<file path="config.mk">
export PLATFORM = sky130hd
export DESIGN_NAME = fcc_frame_ctl
export DESIGN_NICKNAME = d
export VERILOG_FILES = /design/src/hw/rtl/fcc_pkg.sv /design/src/hw/rtl/fcc_frame_ctl.sv
export SDC_FILE = /design/constraint.sdc
export NUM_CORES = 1
export LEC_CHECK = 0
export ABC_AREA = 0
export BUFFER_PORTS_ARGS = -buffer_cell sky130_fd_sc_hd__clkbuf_2
export CORE_UTILIZATION = 65
export CTS_BUF_LIST = sky130_fd_sc_hd__clkbuf_16
export DETAILED_ROUTE_END_ITERATION = 10
export GPL_ROUTABILITY_DRIVEN = 0
export PLACE_DENSITY_LB_ADDON = 0.25
export REMOVE_ABC_BUFFERS = 1
export SYNTH_ARGS = -nofsm -noshare
export SYNTH_HDL_FRONTEND = slang
export SYNTH_SLANG_ARGS = --single-unit
</file>
<file path="constraint.sdc">
create_clock -name clk -period 16.5 [get_ports clk]
set_input_delay 1.65 -clock clk [delete_from_list [all_inputs] [get_ports clk]]
set_output_delay 1.65 -clock clk [all_outputs]
set_load 0.05 [all_outputs]
</file>
<file path="src/hw/rtl/fcc_pkg.sv">
// fcc_pkg: types, constants and the crc word step shared by the frame crc32 checker
// no dependencies; compiled before the interfaces and modules
`default_nettype none

package fcc_pkg;

  localparam int unsigned CrcWidth     = 32;
  localparam int unsigned ByteWidth    = 8;
  localparam int unsigned LenWidth     = 16;
  localparam int unsigned PosWidth     = 17;
  localparam int unsigned TrailerBytes = 4;

  localparam logic [CrcWidth-1:0]  CRC_POLY      = 32'h04C1_1DB7;
  localparam logic [CrcWidth-1:0]  CRC_INIT      = 32'hFFFF_FFFF;
  localparam logic [CrcWidth-1:0]  CRC_FINAL_XOR = 32'h0000_0000;
  localparam logic [LenWidth-1:0]  LENGTH_RESET  = 16'd38484;
  localparam logic [ByteWidth-1:0] HEADER_MARK   = 8'hFA;

  typedef struct packed {
    logic [ByteWidth-1:0] data_byte;
    logic                 frame_start;
  } fcc_item_t;

  typedef struct packed {
    logic                crc_match;
    logic                header_valid;
    logic [CrcWidth-1:0] computed_crc;
  } fcc_result_t;

  // byte zero-extended into the register, then 32 msb-first shift steps;
  // the fixed polynomial flattens into one xor network
  function automatic logic [CrcWidth-1:0] crc_word_step(
    input logic [CrcWidth-1:0]  acc_in,
    input logic [ByteWidth-1:0] data
  );
    logic [CrcWidth-1:0] acc;
    acc = acc_in ^ {{(CrcWidth-ByteWidth){1'b0}}, data};
    for (int n = 0; n < CrcWidth; n++) begin
      if (acc[CrcWidth-1]) begin
        acc = {acc[CrcWidth-2:0], 1'b0} ^ CRC_POLY;
      end else begin
        acc = {acc[CrcWidth-2:0], 1'b0};
      end
    end
    return acc;
  endfunction

endpackage

`default_nettype wire

</file>
<file path="src/hw/rtl/fcc_frame_ctl.sv">
// fcc_frame_ctl: frame state, byte position, crc register and trailer gathering
// depends on fcc_pkg (crc_word_step, item and result types)
`default_nettype none

module fcc_frame_ctl
  import fcc_pkg::*;
(
  input  wire logic                clk,
  input  wire logic                rst_n,
  input  wire logic [LenWidth-1:0] payload_length,
  input  wire logic                item_valid,
  input  wire fcc_item_t           item,
  input  wire logic                out_free,
  output logic                     advance,
  output logic                     res_load,
  output fcc_result_t              res
);

  logic [CrcWidth-1:0] crc_r, crc_nxt;
  logic [PosWidth-1:0] pos_r, pos_nxt;
  logic [CrcWidth-1:0] trl_r, trl_nxt;
  logic                hdr_r, hdr_nxt;
  logic                act_r, act_nxt;

  logic [CrcWidth-1:0] crc_base;
  logic [PosWidth-1:0] pos_base;
  logic [CrcWidth-1:0] trl_base;
  logic                hdr_base;
  logic                act_base;
  logic [PosWidth-1:0] pos_inc;
  logic [PosWidth-1:0] frame_end;
  logic [CrcWidth-1:0] trl_new;
  logic                in_payload;
  logic                done;

  // a start byte restarts the frame before it is counted
  always_comb begin
    if (item.frame_start) begin
      crc_base = CRC_INIT;
      pos_base = '0;
      trl_base = '0;
      hdr_base = (item.data_byte == HEADER_MARK);
      act_base = 1'b1;
    end else begin
      crc_base = crc_r;
      pos_base = pos_r;
      trl_base = trl_r;
      hdr_base = hdr_r;
      act_base = act_r;
    end
  end

  assign pos_inc    = pos_base + PosWidth'(1);
  assign frame_end  = {1'b0, payload_length} + PosWidth'(TrailerBytes);
  assign in_payload = (pos_base < {1'b0, payload_length});
  // trailer is little-endian: each new byte enters at the top
  assign trl_new    = {item.data_byte, trl_base[CrcWidth-1:ByteWidth]};
  assign done       = act_base && !in_payload && !(pos_inc < frame_end);

  always_comb begin
    crc_nxt = crc_base;
    pos_nxt = pos_base;
    trl_nxt = trl_base;
    hdr_nxt = hdr_base;
    act_nxt = act_base;
    if (act_base) begin
      pos_nxt = pos_inc;
      if (in_payload) begin
        crc_nxt = crc_word_step(crc_base, item.data_byte);
      end else begin
        trl_nxt = trl_new;
        act_nxt = !done;
      end
    end
  end

  // an item with no result never waits on the output side
  assign advance  = item_valid && (!done || out_free);
  assign res_load = advance && done;

  assign res.computed_crc = crc_base ^ CRC_FINAL_XOR;
  assign res.crc_match    = (trl_new == (crc_base ^ CRC_FINAL_XOR));
  assign res.header_valid = hdr_base;

  always_ff @(posedge clk) begin
    if (!rst_n) begin
      crc_r <= CRC_INIT;
      pos_r <= '0;
      trl_r <= '0;
      hdr_r <= 1'b0;
      act_r <= 1'b0;
    end else if (advance) begin
      crc_r <= crc_nxt;
      pos_r <= pos_nxt;
      trl_r <= trl_nxt;
      hdr_r <= hdr_nxt;
      act_r <= act_nxt;
    end
  end

endmodule

`default_nettype wire

</file>
==> flow_metrics.env <==
export IMPL_status="complete, no violations"
export IMPL_dp_slack_ps=8231
export IMPL_whs_path_depth=1
export IMPL_syn_area_sq_um=7291
export IMPL_die_h_um=107.9
export IMPL_wl_met2_um=8690
export IMPL_numCtsBuffers=9
export IMPL_min_from="trl_r[14]$_SDFFE_PN0P_"
export IMPL_path_cells="clkbuf_2 -> buf_4 -> clkinv_1 -> nand2_1 -> inv_1 -> and3_1 -> and3_1 -> nand3_1 -> nor2_1 -> nand3_1 -> xnor2_1 -> ha_1 -> a21o_1 -> a21oi_1 -> o21ai_0 -> a31o_2 -> a21oi_1 -> and2_1 -> clkbuf_2"
export IMPL_ioPinCount=65
export IMPL_cts_hold_buf=0
export IMPL_wl_met3_um=1942
export IMPL_synth_top_cell_area_share_pct=20.90
export IMPL_yosysSeqAreaShare_pct=20.59
export IMPL_critical_path_class="input pin to output pin"
export IMPL_cts_buffer_depth=2
export IMPL_synth_area_leaders="xnor2_1, dfxtp_1, xor2_1"
export IMPL_design_core_area_sq_um=10890
export IMPL_drt_iter0_drc=662
export IMPL_cts_sinks=75
export IMPL_critPathCaptureType="output pin"
export IMPL_fmax_mhz=119.4
export IMPL_multi_input_area_sq_um=5441
export IMPL_setup_ws_ps=8122
export IMPL_port_buffers=64
export IMPL_worst_pin_slew_ps=1221
export IMPL_timing_hold_ws_ps=487.7
export IMPL_grt_pass1_wl_um=31130
export IMPL_syn_avg_cell_area_sq_um=9.182
export IMPL_top_layer="met4"
export IMPL_path_delay_family="buffers and inverters"
export IMPL_num_rows=38
export IMPL_grt_antenna_before_repair=0
export IMPL_insertion_delay_ps=350
export IMPL_crit_cells=19
export IMPL_fin_crit_sh_pct=50.78
export IMPL_initial_core_util_pct=66.96
export IMPL_fin_worst_skew_ps=11.58
export IMPL_viasPerCell=6.158
export IMPL_setup_viol=0
export IMPL_yosys_warnings=0
export IMPL_die_x_um=107.9
export IMPL_drv_slew=0
export IMPL_tritoncts="yes"
export IMPL_rsz0062_at_grt="false"
export IMPL_synth_edf_count=0
export IMPL_crit_slowest_cell="clkinv_1"
export IMPL_cp_buffers_inverters=5
export IMPL_die_area_sq_um=11640
export IMPL_holdCritPathClass="flop to flop"
export IMPL_grt_pass1_vias=5807
export IMPL_cts_repair_resized=0
export IMPL_ys_seq_elements=75
export IMPL_start_kind="input pin"
export IMPL_wl_per_cell_um=20.53
export IMPL_htree_levels=3
export IMPL_reg2reg_depth=17
export IMPL_arrival_ps=6730
export IMPL_layout_nets=889
export IMPL_wl_met1_um=8377
export IMPL_drtPass1Iterations=5
export IMPL_grt_max_degree=84
export IMPL_critical_path_required_ps=14850
export IMPL_rrSetupSlack_ps=11230
export IMPL_drive_gt1_share_pct=18.61
export IMPL_routed_wl_um=19980
export IMPL_yosysTopAreaCell="xnor2_1"
export IMPL_clockRootBuffer="clkbuf_16"
export IMPL_antenna_cells=0
export IMPL_seq_area_sq_um=1501
export IMPL_period_minus_slack_ps=8378
export IMPL_ys_flop_type="dfxtp_1"
export IMPL_synth_distinct_cells=57
export IMPL_crit_fanout=83
export IMPL_netlist_instances=794
export IMPL_grtUsageTotal_pct=35.51
export IMPL_clk_pin_slew_worst_paths_ps=70
export IMPL_vias=5992
export IMPL_hold_viol_final=0
export IMPL_syn_to_final_growth_pct=8.718
export IMPL_worstSetupStartpoint="item[0]"
export IMPL_ant_nets=0
export IMPL_max_slew_margin_pct=18.59
export IMPL_grt_overflow_total=0
export IMPL_max_stage_delay_ps=740
export IMPL_num_fill_cells=785
export IMPL_cts_setup_buffers=0
export IMPL_maxCapViolCount=0
export IMPL_place_hpwl_um=15010
export IMPL_synthArstFlopShare_pct=0
export IMPL_drc=0
export IMPL_r2r_start="pos_r[0]$_SDFFE_PN0P_"
export IMPL_final_setup_tns_ps=0
[through the flow]
stage | cell area (sq um) | instances | util (%)
floorplan | 7072 | 751 | -
global placement | 7596 | 957 | 69.77
detailed placement | 7596 | 957 | 69.77
CTS | 7926 | 973 | 72.80
global route | 7926 | 973 | 72.80
finish | 7926 | 973 | 72.80
[placed cells by master, fill, tap and decap left out, drive strengths merged, types with 12 or more instances in the layout]
| cell type | instances |
|---|---|
| a21oi | 15 |
| a22o | 25 |
| clkbuf | 73 |
| dfxtp | 75 |
| ha | 32 |
| inv | 41 |
| mux2i | 17 |
| nand2 | 37 |
| nand3 | 18 |
| nor2 | 56 |
| nor2b | 16 |
| o21ai | 12 |
| o22a | 15 |
| o22ai | 21 |
| or2 | 30 |
| xnor2 | 190 |
| xnor3 | 20 |
| xor2 | 67 |
[flip-flops by register name, summed over array words and instances, names as in the netlist]
signal  flops
pos_r      17
hdr_r       1
crc_r      32
act_r       1
trl_r      24
[path summary, 6_finish.rpt]
kind | to
worst min-delay path | trl_r[14]$_SDFFE_PN0P_
worst min register to register | trl_r[14]$_SDFFE_PN0P_
worst max register to register | trl_r[8]$_SDFFE_PN0P_
worst max-delay path | res_load
[metal layers]
| metal | vias up | global-route usage, % |
|---|---|---|
| met2 | 356 | 53.75 |
| met4 | 0 | 17.42 |
| met5 | - | 0 |
| met3 | 77 | 6.961 |
| li1 | 2736 | - |
| met1 | 2823 | 48.23 |
[kinds of logic (layout without fill, tap and decap cells)]
| kind of cell | Yosys count | count (layout) | share of synthesized area [%] |
|---|---|---|---|
| xor+xnor | 278 | 278 | 41.26 |
| simple gates | 192 | 192 | 13.42 |
| flops | 75 | 75 | 20.59 |
| buf+inv | 81 | 120 | 4.960 |
| fa+ha+maj | 32 | 32 | 5.492 |
| mux | 17 | 17 | 2.385 |
| compound gates | 119 | 119 | 11.89 |
[worst reg2reg max path: cells and delay by family, from the launching register on]
| kind | cells | cell delay, ps |
|---|---|---|
| compound gates | 7 | 2380 |
| simple gates | 8 | 1800 |
| fa+ha+maj | 2 | 610 |
| flops | 1 | 380 |
[synth_stat cells, drive strengths merged, types with 2 or more instances]
| library cell | instances |
|---|---|
| a2111oi | 2 |
| a211oi | 4 |
| a21o | 11 |
| a21oi | 15 |
| a221oi | 4 |
| a22o | 25 |
| and2 | 6 |
| and3 | 5 |
| buf | 20 |
| clkbuf | 23 |
| dfxtp | 75 |
| ha | 32 |
| inv | 37 |
| mux2i | 17 |
| nand2 | 37 |
| nand2b | 3 |
| nand3 | 18 |
| nand4 | 9 |
| nor2 | 56 |
| nor2b | 16 |
| nor3 | 3 |
| nor4 | 4 |
| o21ai | 12 |
| o22a | 15 |
| o22ai | 21 |
| or2 | 30 |
| or3 | 2 |
| xnor2 | 190 |
| xnor3 | 20 |
| xor2 | 67 |
[cell type report]
type | instances | share of cell area [%]
Sequential cell | 75 | 18.94
Tap cell | 140 | 2.210
Inverter | 38 | 1.800
Clock buffer | 9 | 2.841
Multi-Input combinational cell | 638 | 68.65
Clock inverter | 7 | 1.326
Timing Repair Buffer | 66 | 4.230
Power is not shown: default switching activity piles up to over one toggle a cycle in this logic, so the estimate is an artifact.
